`src/design/mpk_pkg.sv`:
```
// ============================================================================
// mpk_pkg
// Shared types, widths and helper functions for the k-transaction profit chain.
// ============================================================================
package mpk_pkg;

  localparam int CELL_W   = 34;  // cell balances, two's complement
  localparam int CALC_W   = 36;  // headroom for balance +/- price
  localparam int LANE_P_W = 32;  // price as carried down the chain
  localparam int PROFIT_W = 32;
  localparam int TRANS_W  = 5;
  localparam int APB_DATA_W = 32;
  localparam int APB_ADDR_W = 3;

  // register index, taken from paddr[2]
  localparam logic REG_TRANSACTIONS = 1'b0;

  localparam logic [CELL_W-1:0] CELL_MIN = {1'b1, {(CELL_W-1){1'b0}}};
  localparam logic [CELL_W-1:0] CELL_MAX = {1'b0, {(CELL_W-1){1'b1}}};

  // one word as it travels from cell to cell
  typedef struct packed {
    logic [LANE_P_W-1:0] price;
    logic                last;
    logic [CELL_W-1:0]   base;    // updated sold balance of the previous cell
    logic [PROFIT_W-1:0] profit;  // set by the cell that ends the chain in use
  } word_t;

  // clamp a widened sum back to the cell range
  function automatic logic signed [CELL_W-1:0] sat_cell(input logic signed [CALC_W-1:0] v);
    logic signed [CALC_W-1:0] lo;
    logic signed [CALC_W-1:0] hi;
    lo = CALC_W'($signed(CELL_MIN));
    hi = CALC_W'($signed(CELL_MAX));
    if (v < lo) begin
      sat_cell = $signed(CELL_MIN);
    end else if (v > hi) begin
      sat_cell = $signed(CELL_MAX);
    end else begin
      sat_cell = v[CELL_W-1:0];
    end
  endfunction

  // map a cell balance to the reported profit: negative reads as zero
  function automatic logic [PROFIT_W-1:0] sat_profit(input logic signed [CELL_W-1:0] v);
    if (v[CELL_W-1]) begin
      sat_profit = '0;
    end else if (v[CELL_W-2:PROFIT_W] != '0) begin
      sat_profit = '1;
    end else begin
      sat_profit = v[PROFIT_W-1:0];
    end
  endfunction

endpackage

```
`src/design/mpk_cfg.sv`:
```
// ============================================================================
// mpk_cfg
// APB register block holding the transaction count.
// ============================================================================
module mpk_cfg (
  input  logic                           clk,
  input  logic                           rst,
  input  logic                           psel,
  input  logic                           penable,
  input  logic                           pwrite,
  input  logic [mpk_pkg::APB_ADDR_W-1:0] paddr,
  input  logic [mpk_pkg::APB_DATA_W-1:0] pwdata,
  output logic [mpk_pkg::APB_DATA_W-1:0] prdata,
  output logic                           pready,
  output logic [mpk_pkg::TRANS_W-1:0]    transactions
);

  logic wr_en;

  assign pready = 1'b1;
  assign wr_en  = psel && penable && pwrite && pready;

  always_ff @(posedge clk) begin
    if (rst) begin
      transactions <= mpk_pkg::TRANS_W'(1);
    end else if (wr_en && (paddr[2] == mpk_pkg::REG_TRANSACTIONS)) begin
      transactions <= pwdata[mpk_pkg::TRANS_W-1:0];
    end
  end

  always_comb begin
    if (paddr[2] == mpk_pkg::REG_TRANSACTIONS) begin
      prdata = mpk_pkg::APB_DATA_W'(transactions);
    end else begin
      prdata = '0;
    end
  end

endmodule

```
`config.mk`:
```
export PLATFORM = sky130hd
export DESIGN_NAME = mpk_cfg
export DESIGN_NICKNAME = d
export VERILOG_FILES = /design/src/design/mpk_pkg.sv /design/src/design/mpk_cfg.sv
export SDC_FILE = /design/constraint.sdc
export NUM_CORES = 1
export LEC_CHECK = 0
export ABC_AREA = 1
export BUFFER_PORTS_ARGS = -buffer_cell sky130_fd_sc_hd__buf_2
export CAP_MARGIN = 20
export CORE_AREA = 2 2 45 47
export DETAILED_ROUTE_END_ITERATION = 8
export DIE_AREA = 0 0 47 49
export GPL_TIMING_DRIVEN = 1
export PLACE_DENSITY = 0.77
export SLEW_MARGIN = 20
export SYNTH_ARGS = -nofsm -noshare
export SYNTH_HDL_FRONTEND = slang
export SYNTH_SLANG_ARGS = --single-unit
export TNS_END_PERCENT = 100
```
`constraint.sdc`:
```
create_clock -name clk -period 0.9 [get_ports clk]
set_clock_uncertainty 0.15 [all_clocks]
set_input_delay 0.225 -clock clk [delete_from_list [all_inputs] [get_ports clk]]
set_output_delay 0.225 -clock clk [all_outputs]
set_load 0.005 [all_outputs]
```
-- Word-level counts from Yosys, hierarchy flattened
Index checks and enable logic that the tools add are counted.
- bits in registers: 5
- input bits: 40
- output and inout bits: 38
- word-level logic and storage cells: 6
- multiplexer cells: 1
- reduce and logical (&&, ||, !) cells: 3
- bitwise logic cells: 1
- operators by type and width (operator ; number):
    5-bit two-way mux ; 1
    1-bit logical AND ; 3
    1-bit inverter ; 1

-- Longest topological paths before layout
- depth in word-level cells: 3
- gate-level depth with buffers: 5
- depth with buffers taken out: 5

-- Worst setup path after synthesis
OpenSTA, ideal clock, no wires.
- kind: register to output
- from: register transactions[1] (netlist name)
- to: output prdata[1] (netlist name)
- arrival time: 479 ps
- cell stages (with the launch flop): 3
- path buffers: 0
- slack: 46 ps
- data required time: 525 ps
- cells stage by stage: dfxtp_1 inv_1 nor2_1
- longest elaborated chain between the ends: 1
- ends and longest elaborated chain (element ; line ; source):
    start: declaration ; mpk_cfg.sv:15 ; output logic [mpk_pkg::TRANS_W-1:0] transactions
    start signal: assignment ; mpk_cfg.sv:25 ; transactions <= mpk_pkg::TRANS_W'(1);
    start signal: assignment ; mpk_cfg.sv:27 ; transactions <= pwdata[mpk_pkg::TRANS_W-1:0];
    5-bit two-way mux ; mpk_cfg.sv:32 ; if (paddr[2] == mpk_pkg::REG_TRANSACTIONS) begin
    end: declaration ; mpk_cfg.sv:13 ; output logic [mpk_pkg::APB_DATA_W-1:0] prdata,
No other way between the ends.

-- Worst setup path after layout
- from: register transactions[2] (netlist name)
- to: output prdata[2] (netlist name)
Same word-level chain as after synthesis.

==> impl_metrics.csv <==
group,metric,value,unit
final_layout,final_common_cell,"conb_1",
clocking,cts_root_buf,"clkbuf_4",
final_layout,finalNetCount,140,
die,die_h,49,um
place,dp_worst_setup_slack,-118,ps
place,post-place-cells,121,
die,num_rows,16,
synth,ys_types,12,
final_layout,final_cell_mix,"conb_1, buf_2, nor2_1",
worst_setup_path,worstPathCellList,"inv_2, nor2_2, buf_2",
route,post_drt_wl_per_cell,6.34,um
pwr,power,0.614,mW
route,drt-total-wl,799,um
route,drt-initial-drc-count,3,
place,placedInstanceArea,513,sq um
sta,fin_crit_sh,131,%
sta,fin_tns_setup,-2210,ps
final_layout,final_core_util,31.2,%
die,initial_core_util,26.7,%
synth,synth_area,492,sq um
die,io_pins,78,
global_routing,antenna_found_initial,0,
worst_setup_path,crit_buf_inv,2,
sta,setup_viol,10,
route,viasPerCell,3.18,
global_routing,grt_pass1_wl,1.12,mm
final_layout,instances_no_fill,126,
clocking,clk_transition_reported_paths,40,ps
global_routing,gr-usage-all-layers,7.19,%
sta,drv_slew,0,
worst_setup_path,cp-start-kind,"flip-flop",
pwr,p_leak,0.350,nW
synth,ys_seq_area_share,20.4,%
run_status,violations,"setup timing",
die,die-area,0.00230,sq mm
sta,timing.fmax,848,MHz
worst_setup_path,critPathCaptureType,"output pin",
final_layout,largest-register,"transactions",
synth,ys.warnings.count,0,
final_layout,syn_to_final_growth,16.8,%
sta,rsz0062_at_grt,"true",
clocking,cts_buffers,3,
die,die_w,47,um
worst_setup_path,cp_slowest_stage_delay,340,ps
global_routing,gr-total-overflow,0,
route,route.vias.total,401,
sta,min_period,1180,ps
sta,hold_violations,0,
worst_setup_path,worst_path_max_delay_cell,"dfxtp_2",
place,hpwlAfterDp,699,um
clocking,tritoncts,"built",
route,first_pass_iters,2,
worst_setup_path,crit_family,"flip-flops",
die,core-area,0.00184,sq mm
final_layout,drive_above_1_share,36.4,%
clocking,clk_latency,240,ps
run_status,status,"finished, violations left",
clocking,htree_num_levels,1,
final_layout,n_antenna_cell,0,
synth,syn_inst,76,
sta,finalWorstSetupSlack,-280,ps
worst_setup_path,path_class,"flip-flop to output pin",
synth,postSynthAreaPerCell,6.47,sq um
global_routing,grt_pass1_vias,313,
pwr,ir_worst_vdd,0.000281,V
final_layout,largest_reg_flops,5,
route,drtAntennaViolNets,0,
final_layout,design_area,574,sq um
worst_setup_path,crit_fanout,3,
run,cap_violations,0,
synth,ys_ff_latch,5,
global_routing,grt_max_degree,8,
clocking,clk_path_buf_depth,2,
clocking,cts_sinks,5,
route,drc_errors,0,
worst_setup_path,worstPathArrival,800,ps
place,globalplace.congestion,0.696,
final_layout,top_regs,"transactions (5)",
place,port-buffer-count,20,
sta,whs,43.7,ps
pwr,power.density,1070,mW/mm^2
worst_setup_path,cp_data_required_time,520,ps
min_path,hold_class,"primary input to flip-flop",
==> logic make-up after synthesis <==
kind of cell	share of synthesized area [%]
buffers and inverters	52.7
and+or+nand+nor	24.4
DFF	20.4
other	1.53
AOI/OAI and AO/OA	1.02
==> synthesized netlist by cell type <==
cell type,n,area share (%)
buf_4,28,43
nor2_1,13,9.9
inv_1,12,9.2
nand2_1,6,4.6
dfxtp_1,5,20
nand3_1,5,5.1
conb_1,2,1.5
inv_2,1,0.76
nand2_2,1,1.3
nor2_2,1,1.3
nor2_4,1,2.3
o21ai_0,1,1.0
==> power by group <==
part	internal [mW]	total [mW]	switching, mW
combinational	0.0475	0.122	0.0745
clock	0.167	0.253	0.0862
sequential	0.232	0.239	0.00670
==> per-layer routing <==
layer  vias up  share of wire, %  GRT usage, %
li1        209                 -             -
met1       155                37          6.97
met2        33                45          10.7
met3         4                14         0.741
met4         0               4.6          9.72
met5         -                 0             0
==> layout make-up <==
class	instances	area, sq um
inverter	13	48.8
multi-input combinational	56	233
sequential	5	106
tap	27	33.8
timing repair buffer	21	126
fill	219	1270
clock buffer	4	26.3
==> final timing paths <==
check,start,to,slack (ps),cells past startpoint
setup / recovery,transactions[2]$_SDFFE_PP0P_,prdata[2],-280,3
hold / removal,pwdata[0],transactions[0]$_SDFFE_PP1P_,40,3
setup reg to reg,transactions[3]$_SDFFE_PP0P_,transactions[3]$_SDFFE_PP0P_,170,2
hold reg to reg,transactions[0]$_SDFFE_PP1P_,transactions[0]$_SDFFE_PP1P_,330,2
==> worst register-to-register path, delay by kind of cell, from the launching register on <==
family | cells | cell delay (ps)
flops | 1 | 330
simple gates | 2 | 140
==> timing repair <==
action / 4_1_cts / 5_1_grt
hold buffers: 0 / 0
pin swaps: 1 / 2
hold endpoints to repair: 0 / 0
buffers inserted: 0 / 1
gates cloned: 0 / 0
endpoints found under the setup margin: 10 / 10
resized for setup: 5 / 6
(Power assumes the default switching activity.)
