File: src/design/mpk_pkg.sv
// ============================================================================
// mpk_pkg
// Shared types, widths and helper functions for the k-transaction profit chain.
// ============================================================================
package mpk_pkg;

  localparam int CELL_W   = 34;  // cell balances, two's complement
  localparam int CALC_W   = 36;  // headroom for balance +/- price
  localparam int LANE_P_W = 32;  // price as carried down the chain
  localparam int PROFIT_W = 32;
  localparam int TRANS_W  = 5;
  localparam int APB_DATA_W = 32;
  localparam int APB_ADDR_W = 3;

  // register index, taken from paddr[2]
  localparam logic REG_TRANSACTIONS = 1'b0;

  localparam logic [CELL_W-1:0] CELL_MIN = {1'b1, {(CELL_W-1){1'b0}}};
  localparam logic [CELL_W-1:0] CELL_MAX = {1'b0, {(CELL_W-1){1'b1}}};

  // one word as it travels from cell to cell
  typedef struct packed {
    logic [LANE_P_W-1:0] price;
    logic                last;
    logic [CELL_W-1:0]   base;    // updated sold balance of the previous cell
    logic [PROFIT_W-1:0] profit;  // set by the cell that ends the chain in use
  } word_t;

  // clamp a widened sum back to the cell range
  function automatic logic signed [CELL_W-1:0] sat_cell(input logic signed [CALC_W-1:0] v);
    logic signed [CALC_W-1:0] lo;
    logic signed [CALC_W-1:0] hi;
    lo = CALC_W'($signed(CELL_MIN));
    hi = CALC_W'($signed(CELL_MAX));
    if (v < lo) begin
      sat_cell = $signed(CELL_MIN);
    end else if (v > hi) begin
      sat_cell = $signed(CELL_MAX);
    end else begin
      sat_cell = v[CELL_W-1:0];
    end
  endfunction

  // map a cell balance to the reported profit: negative reads as zero
  function automatic logic [PROFIT_W-1:0] sat_profit(input logic signed [CELL_W-1:0] v);
    if (v[CELL_W-1]) begin
      sat_profit = '0;
    end else if (v[CELL_W-2:PROFIT_W] != '0) begin
      sat_profit = '1;
    end else begin
      sat_profit = v[PROFIT_W-1:0];
    end
  endfunction

endpackage

File: src/design/mpk_cell.sv
// ============================================================================
// mpk_cell
// One transaction of the chain: best holding and sold balances.
// ============================================================================
module mpk_cell (
  input  logic           clk,
  input  logic           rst,
  input  logic           adv,       // whole chain moves this cycle
  input  logic           active,    // transaction index below the limit
  input  logic           tap,       // last transaction in use
  input  logic           in_valid,
  input  mpk_pkg::word_t in_word,
  output logic           out_valid,
  output mpk_pkg::word_t out_word
);

  logic signed [mpk_pkg::CELL_W-1:0] holding;
  logic signed [mpk_pkg::CELL_W-1:0] sold;
  logic signed [mpk_pkg::CELL_W-1:0] holding_next;
  logic signed [mpk_pkg::CELL_W-1:0] sold_next;
  logic signed [mpk_pkg::CELL_W-1:0] buy;
  logic signed [mpk_pkg::CELL_W-1:0] sell;
  logic signed [mpk_pkg::CALC_W-1:0] p_ext;
  logic signed [mpk_pkg::CALC_W-1:0] base_ext;
  logic signed [mpk_pkg::CALC_W-1:0] h_ext;
  mpk_pkg::word_t                    word_next;

  always_comb begin
    p_ext    = $signed(mpk_pkg::CALC_W'(in_word.price));
    base_ext = mpk_pkg::CALC_W'($signed(in_word.base));
    buy      = mpk_pkg::sat_cell(base_ext - p_ext);
    holding_next = (active && (buy > holding)) ? buy : holding;
    h_ext    = mpk_pkg::CALC_W'(holding_next);
    sell     = mpk_pkg::sat_cell(h_ext + p_ext);
    sold_next = (active && (sell > sold)) ? sell : sold;

    word_next        = in_word;
    word_next.base   = sold_next;
    word_next.profit = tap ? mpk_pkg::sat_profit(sold_next) : in_word.profit;
  end

  always_ff @(posedge clk) begin
    if (rst) begin
      holding   <= $signed(mpk_pkg::CELL_MIN);
      sold      <= $signed(mpk_pkg::CELL_MIN);
      out_valid <= 1'b0;
    end else if (adv) begin
      out_valid <= in_valid;
      if (in_valid) begin
        // end of sequence: drop back to unreachable
        if (in_word.last) begin
          holding <= $signed(mpk_pkg::CELL_MIN);
          sold    <= $signed(mpk_pkg::CELL_MIN);
        end else begin
          holding <= holding_next;
          sold    <= sold_next;
        end
      end
    end
  end

  always_ff @(posedge clk) begin
    if (adv) begin
      out_word <= word_next;
    end
  end

endmodule

File: config.mk
export PLATFORM = sky130hd
export DESIGN_NAME = mpk_cell
export DESIGN_NICKNAME = d
export VERILOG_FILES = /design/src/design/mpk_pkg.sv /design/src/design/mpk_cell.sv
export SDC_FILE = /design/constraint.sdc
export NUM_CORES = 1
export LEC_CHECK = 0
export BUFFER_PORTS_ARGS = -buffer_cell sky130_fd_sc_hd__buf_2
export CORE_MARGIN = 3
export CORE_UTILIZATION = 29
export DETAILED_ROUTE_END_ITERATION = 8
export PLACE_DENSITY = 0.54
export REMOVE_ABC_BUFFERS = 1
export SYNTH_ARGS = -nofsm -noshare
export SYNTH_HDL_FRONTEND = slang
export SYNTH_SLANG_ARGS = --single-unit
File: constraint.sdc
create_clock -name clk -period 20.1 [get_ports clk]
set_input_delay 6.03 -clock clk [delete_from_list [all_inputs] [get_ports clk]]
set_output_delay 6.03 -clock clk [all_outputs]
set_load 0.03 [all_outputs]
=== After elaboration in Yosys (flattened, before gate mapping) ===
Cells that the tools add are included.

* Reduce and logical (&&, ||, !) cells: 3
* Order comparisons: 6
* Add/sub/neg operators: 2
* Shift operators: 0
* Bitwise operators: 0
* Divide/modulo/power cells: 0
* Eq/ne operators: 0
* $mul: 0
* Multiplexer cells: 11

{| class="wikitable"
|+ Operators with widths
! cell !! number
|-
| 2-to-1 mux 34 bit || 8
|-
| 2-to-1 mux 32 bit || 3
|-
| > comparator 35 x 34 -> 1 bit (second input constant) || 2
|-
| less-than comparator 35 x 34 -> 1 bit (second input constant) || 2
|-
| > comparator 34 bit || 2
|-
| adder 34 x 33 -> 35 bit || 1
|-
| subtractor 34 x 33 -> 35 bit || 1
|-
| logical AND 1 bit || 2
|-
| AND reduction 2 bit || 1
|}

* Bits in read-only memories: 0
* Output and inout bits: 100
* Bits in registers: 168
* Input bits: 105
* Bits in latches: 0
* Memories kept: 0
* Memory bits (writable): 0
* Logic and storage cells: 29

=== Depth between registers and ports, before layout ===
Gate-level depths: netlist (run 1).

* Depth in word-level cells: 17
* Gate-level depth with buffers: 54
* Mapped depth without buffers: 47

=== Least setup slack after synthesis (run 1) ===
No wires, ideal clock.

* Path type: input to register
* From: in in_word[32] (netlist name)
* To: reg out_word[21] (netlist name), data pin
* Stages on the path: 49
* Path slack: 3.560 ns
* Buffers on the path: 9
* Data required time: 19.842 ns
* Arrival time: 16.282 ns
* Path through: inv_1 > ha_1 > inv_1 > fa_1 > a21o_1 > a221o_1 > a32oi_1 > a21o_1 > a21oi_1 > a211oi_1 > a31o_2 > buf_2 > clkbuf_1 > buf_1 > nor2_1 > ha_1 > nand2_1 > o21a_1 > [... 13 more ...] > o31a_1 > nor3b_4 > mux2i_2 > nand2b_1 > clkbuf_1 > nand2_1 > ha_1 > a21o_1 > a2111oi_0 > o2111ai_1 > a21oi_1 > a21o_1 > clkbuf_1 > clkbuf_1 > buf_1 > o221ai_2 > nor2_1 > o2bb2ai_1

{| class="wikitable"
|+ RTL lines
! what !! line !! RTL
|-
| start, declared || mpk_cell.sv:12 || <nowiki>input mpk_pkg::word_t in_word,</nowiki>
|-
| end signal, assigned || mpk_cell.sv:64 || <nowiki>out_word <= word_next;</nowiki>
|-
| end, declared || mpk_cell.sv:14 || <nowiki>output mpk_pkg::word_t out_word</nowiki>
|}

==> metrics.md, run 1 <==
| Metric | Value |
|---|---|
| Status | completed |
| Worst Skew | 0.0143 ns |
| Maximum clock path buffer count | 2 |
| Count of fill cells added during filler insertion | 4504 |
| Crit-path slowest cell | a31o_2 |
| Synthesized area divided by synthesized cell count | 9.02 sq um |
| Area grow syn2layout | 17.0% |
| Avg Vias per Cell | 5.10 |
| Die height | 215 um |
| Wire length of the first global-routing pass | 62000 um |
| Number of nets in the layout | 1819 |
| Clock H-tree levels | 4 |
| Total negative slack for setup checks | 0 ns |
| CP Data Arrival Time | 18.43 ns |
| Power Density | 98.8 nW/um^2 |
| Layout cells sized above 1 | 21.0% |
| Number of clock sinks | 168 |
| Internal power | 0.856 mW |
| IO buf count | 204 |
| Critical path fanouts, max | 51 |
| Largest voltage drop on the vdd net | 0.0667 mV |
| Hold_buf cts | 0 |
| Post-placement cell area | 14300 sq um |
| Most common cell in the netlist | nor2_1 |
| Worst slack at placement | 1.39 ns |
| Register cell area after layout | 4350 sq um |
| Combinational share of power | 46.9% |
| Proportion of power drawn by flip-flops and latches | 28.7% |
| Number of max-cap violations | 0 |
| Primary flip-flop cell chosen by synthesis mapping | edfxtp_1 |
| Minimum setup slack among reg-to-reg paths | 10.16 ns |
| Netlist cell types | 83 |
| Post-route ant nets | 0 |
| Number of hold violations in the final report | 0 |
| Final total power | 1.47 mW |
| Net Switching | 0.613 mW |
| Synthesized netlist cell count | 1410 |
| Type of destination of the critical path | flip-flop |
| Final slew viol count | 0 |
| Fraction of the yosys area taken by sequential cells | 34.2% |
| Req. time, crit path | 20.29 ns |
| Post-cts sizing count | 0 |
| Top cells by count, synth | nor2_1, inv_1, ha_1 |
| Vias in the first global route | 10700 |
| RSZ-0062 raised after global routing | false |
| Number of flops mapped to enable cells by yosys | 99 |
| Part of the cycle the worst path needs | 90.7% |
| Normalized max-slew margin | 21.7% |
| Post-synthesis cell area | 12700 sq um |
| Post-CTS Setup Inserts | 0 |
| Combined global-route utilization of all metal layers | 17.2% |
| Min-Delay Path Class | reg -> reg |
| Proportion of power drawn by the clock network | 24.4% |
| Area of the placeable core | 43200 sq um |
| Fraction of registers with async set or reset after synthesis | 0% |
| Fraction of post-synthesis cell area in the top cell type by area | 23.4% |
| Ant diodes | 0 |
| Final global-route overflow total | 0 |
| Static Leakage | 6.33 nW |
| Clock insertion delay at the later pin of the skew report | 0.48 ns |
| Leading post-synthesis cells by cell area | edfxtp_1, ha_1, dfxtp_1 |
| Total I/O pin count | 205 |
| Estimated wirelength of the detail-placed design | 31300 um |
| TritonCTS Buffers | 17 |
| Die area | 46400 sq um |
| Final-report setup violation count | 0 |
| Slew at the pin closest to its max-slew limit | 1.17 ns |
| DRC Markers | 0 |
| Clock-pin transition on the worst setup and hold timing paths | 0.07 ns |
| Most frequent cell on the critical path | a21o_1 |
| Final standard cell utilization of the core | 34.5% |
| Combined area of the multi-input logic cells | 7540 sq um |
| Starting utilization of the core area | 29.5% |
| Global placer's final weighted congestion | 0.859 |
| Switching part of the total power | 41.7% |
| CTS tree | built |
| Hold path start | out_valid |
| Die width | 215 um |
| Vias after detailed routing | 11100 |
| CP Launch Point | in_word[32] |
| Startpoint of the most critical register-to-register path | holding[33] |
| Summed area of non-filler cells in the final layout | 14900 sq um |
| Row count | 76 |
| Root buffer selected by CTS | clkbuf_16 |
| Initial DRC Count | 718 |
| Setup Crit Path Kind | in -> reg |
| Routed WL per cell | 18.6 um |
| Largest area contributor in the synthesized netlist | edfxtp_1 |
| Number of optimization iterations in the first detailed-route pass | 5 |
| Post-route minimum period | 18.24 ns |
| Initial antenna violation count | 0 |
| Highest achievable clock rate | 0.0548 GHz |
| Flip-flop and latch count after synthesis | 168 |
| Number of warnings reported in the yosys synthesis log | 0 |
| Critical path's largest stage delay | 0.73 ns |
| Kind of start point of the critical path | input pin |
| Worst Setup Slack, final | 1.86 ns |
| Maximum number of pins on one net before global-route repair | 69 |
| Total routed wirelength | 40500 um |
==> final cells by class <==
class / instances / area share [%]
multi-input combinational: 1039 / 50.7
sequential: 168 / 29.3
tap: 585 / 4.92
clock buffer: 17 / 2.86
inverter: 135 / 3.41
clock inverter: 15 / 1.26
timing repair buffer: 219 / 7.63
==> worst paths after layout <==
check | cells after the start | to
worst max-delay path | 47 | out_word[2]
worst min register to register | 2 | out_valid
worst max register to register | 35 | out_word[2]
worst min-delay path | 2 | out_valid
==> through the flow <==
step	std cells	hold WS (ns)
6_report	2178	0.479
5_1_grt	2178	0.498
4_1_cts	2178	0.477
3_5_place_dp	2146	0.467
3_3_place_gp	2146	0.457
2_1_floorplan	1342	0.439
==> registers in the layout, summed over array words and instances (netlist names) <==
name and count:
holding 34, out_valid 1, out_word 99, sold 34
==> routing by layer <==
layer  wire, um  GRT usage (%)  part of all wire (%)
met1      19100           23.5                    47
met2      18800           28.3                    47
met3       1900           3.28                   4.7
met4        668           4.45                   1.6
met5          0              0                     0
==> critical path, delay by kind of cell <==
kind | cells | cell delay (ns)
AND/OR/NAND/NOR | 7 | 2.37
AO/OA/AOI/OAI | 26 | 6.40
adder cells (fa/ha/maj) | 5 | 1.53
multiplexers | 2 | 0.47
buffers and inverters | 7 | 1.50
==> layout by cell type (no fill, tap or decap), types with 5 or more instances in the layout <==
cell type	n
buf_2	203
nor2_1	140
inv_1	134
ha_1	132
a21oi_1	114
edfxtp_1	99
nand2_1	92
dfxtp_1	69
a21o_1	46
a22oi_1	44
o21ai_0	43
xnor2_1	38
a22o_1	32
o2bb2ai_1	31
nor3_1	22
xor2_1	21
nand4_1	21
mux2_2	21
nand3_1	18
and3_1	17
clkbuf_16	17
o31ai_1	16
buf_4	16
or2_1	15
nor3_2	14
or2_2	11
o221ai_2	10
nand2b_1	9
a31oi_1	8
o21bai_1	7
a211oi_1	7
a31o_2	7
and2_1	6
a211o_1	5
o221ai_1	5
a21boi_0	5
o21a_1	5
==> cell families (layout without fill, tap and decap cells) <==
logic type                 count (synthesis)  after routing  share of synthesized area, %
AOI/OAI and AO/OA                        435            435                          24.9
xor gates and xnor gates                  59             59                          4.06
adders and majority gates                134            134                          13.3
buffers and inverters                    203            386                          6.55
DFF                                      168            168                          34.2
muxes                                     25             25                          2.30
and+or+nand+nor                          386            386                          14.7
==> power groups by stage <==
stage	combinational (mW)	clock, mW	sequential, mW
after detailed placement	0.685	0	0.430
after global routing	0.763	0.381	0.426
final	0.689	0.359	0.421
after CTS	0.690	0.370	0.422
after floorplan	0.424	0	0.487
after global placement	0.681	0	0.430
Note: power is estimated with default switching activity, not from simulation.
==> run 2, diff against run 1 <==
- RECOVER_POWER: unset -> 100
==> metrics.md, run 2 (synthesis gave the netlist of run 1 again) <==
| Metric | Value |
|---|---|
| Number of hold violations in the final report | 0 (unchanged) |
| Highest achievable clock rate | 0.0540 GHz (-1.5%) |
| Critical path fanouts, max | 51 (unchanged) |
| Minimum setup slack among reg-to-reg paths | 10.00 ns (-0.16 ns) |
| Part of the cycle the worst path needs | 92.1% (+1.4 points) |
| CP Launch Point | in_word[67] |
| Setup Crit Path Kind | in -> reg |
| Startpoint of the most critical register-to-register path | holding[33] |
| Worst hold slack | 0.479 ns (+0.000148 ns) |
| Largest voltage drop on the vdd net | 0.0664 mV (-0.43%) |
| Combined global-route utilization of all metal layers | 17.2% (unchanged) |
| Failing checks | capacitance limit, slew limit |
| Starting utilization of the core area | 29.5% (unchanged) |
| Number of clock sinks | 168 (unchanged) |
| Worst Skew | 0.0129 ns (-0.00134 ns) |
| Vias in the first global route | 10700 (unchanged) |
| Ant diodes | 0 (unchanged) |
| Kind of start point of the critical path | input pin |
| Row count | 76 (unchanged) |
| Clock-pin transition on the worst setup and hold timing paths | 0.07 ns (about the same) |
| Post-cts sizing count | 0 (unchanged) |
| Wire length of the first global-routing pass | 62000 um (unchanged) |
| Maximum clock path buffer count | 2 (unchanged) |
| Power Density | 99.1 nW/um^2 (+0.38%) |
| Die width | 215 um (unchanged) |
| Commonest non-fill, non-tap cell in the layout | nor2_1 |
| Initial DRC Count | 714 (-0.56%) |
| Maximum number of pins on one net before global-route repair | 69 (unchanged) |
| Area grow syn2layout | 14.7% |
| Hold_buf cts | 0 (unchanged) |
| Min-Delay Path Class | reg -> reg |
| Estimated wirelength of the detail-placed design | 31300 um (unchanged) |
| Final total power | 1.45 mW (-1.6%) |
| Critical path's largest stage delay | 0.74 ns (about the same) |
| Static Leakage | 5.89 nW (-6.9%) |
| Routed WL per cell | 18.6 um (+0.30%) |
| Status | finished with violations |
| Final slew viol count | 167 (+167) |
| Slew at the pin closest to its max-slew limit | 3.68 ns (+2.51 ns) |
| DRC Markers | 0 (unchanged) |
| Post-route ant nets | 0 (unchanged) |
| Register with the highest flop count | out_word |
| Most frequent cells in the layout | nor2_1, clkbuf_1, inv_1, ha_1, a21oi_1 |
| Number of nets in the layout | 1819 (unchanged) |
| Req. time, crit path | 20.29 ns (about the same) |
| Clock H-tree levels | 4 (unchanged) |
| Flip-flop count of the largest register after layout | 99 (unchanged) |
| Most frequent cell on the critical path | a21o_1 |
| Final global-route overflow total | 0 (unchanged) |
| IO buf count | 204 (unchanged) |
| Number of optimization iterations in the first detailed-route pass | 5 (unchanged) |
| Post-CTS Setup Inserts | 0 (unchanged) |
| Type of destination of the critical path | flip-flop |
| Root buffer selected by CTS | clkbuf_16 |
| Total routed wirelength | 40600 um (+0.30%) |
| Global placer's final weighted congestion | 0.859 (unchanged) |
| Biggest registers after layout | out_word: 99 flops, holding: 34 flops, sold: 34 flops |
| Final-report setup violation count | 0 (unchanged) |
| Area of the placeable core | 43200 sq um (unchanged) |
| CP Data Arrival Time | 18.71 ns (+0.28 ns) |
| Hold path start | out_valid |
| Initial antenna violation count | 0 (unchanged) |
| Crit-path slowest cell | a31o_2 |
| Normalized max-slew margin | -145% (-170 points) |
| TritonCTS Buffers | 17 (unchanged) |
| Die height | 215 um (unchanged) |
| Layout cells sized above 1 | 10.4% (-11 points) |
| Post-route minimum period | 18.51 ns (+0.277 ns) |
| Die area | 46400 sq um (unchanged) |
| Post-route non-filler standard cell count | 2178 (unchanged) |
| Number of max-cap violations | 4 (+4) |
| Vias after detailed routing | 11100 (-0.40%) |
| RSZ-0062 raised after global routing | false |
| Total negative slack for setup checks | 0 ns (unchanged) |
| Final standard cell utilization of the core | 33.8% (-0.67 points) |
| Count of placed standard cells including taps | 2146 (unchanged) |
| CTS tree | built |
| Total I/O pin count | 205 (unchanged) |
| Clock insertion delay at the later pin of the skew report | 0.48 ns (about the same) |
| Avg Vias per Cell | 5.08 (-0.40%) |
-- run 2: cell count changes in the layout (fill, tap and decap cells not counted), moves of 14 or more --
cell	change
buf_2	-133
mux2_1	+15
or2_0	+14
or2_1	-14
mux2_2	-15
clkbuf_1	+137
-- run 2: cell type report --
class,instances,area [sq um]
inverter,135,507
multi-input combinational,1039,7430
fill,4574,28600
clock buffer,17,425
tap,585,732
clock inverter,15,188
timing repair buffer,219,952
sequential,168,4350
-- run 2: final timing paths --
path,endpoint,cells past startpoint
worst max-delay path,out_word[2],46
worst min-delay path,out_valid,2
worst min register to register,out_valid,2
worst max register to register,out_word[2],35
-- run 2: metal layers --
metal,vias to the layer above,GRT usage [%],part of all wire (%)
met3,34,3.28,5.2
li1,5505,-,-
met1,5192,23.5,47
met4,0,4.45,1.9
met2,332,28.3,46
met5,-,0,0
-- run 2: critical path, delay by kind of cell --
family	cells	cell delay, ns
compound gates	26	6.71
simple gates	7	2.32
fa+ha+maj	5	1.57
buf+inv	6	1.48
mux	2	0.47
-- run 2: through the flow --
step | instance area (sq um) | worst slack [ns]
finish | 14600 | 1.59
global route | 14600 | 0.509
CTS | 14900 | 1.86
detailed placement | 14300 | 1.39
global placement | 14300 | 1.64
floorplan | 12400 | 2.03
-- run 2: report_power, final --
group | total, mW | switching (mW) | internal [mW]
sequential | 0.423 | 0.0126 | 0.411
clock | 0.358 | 0.160 | 0.198
combinational | 0.665 | 0.434 | 0.231
total | 1.45 | 0.607 | 0.840
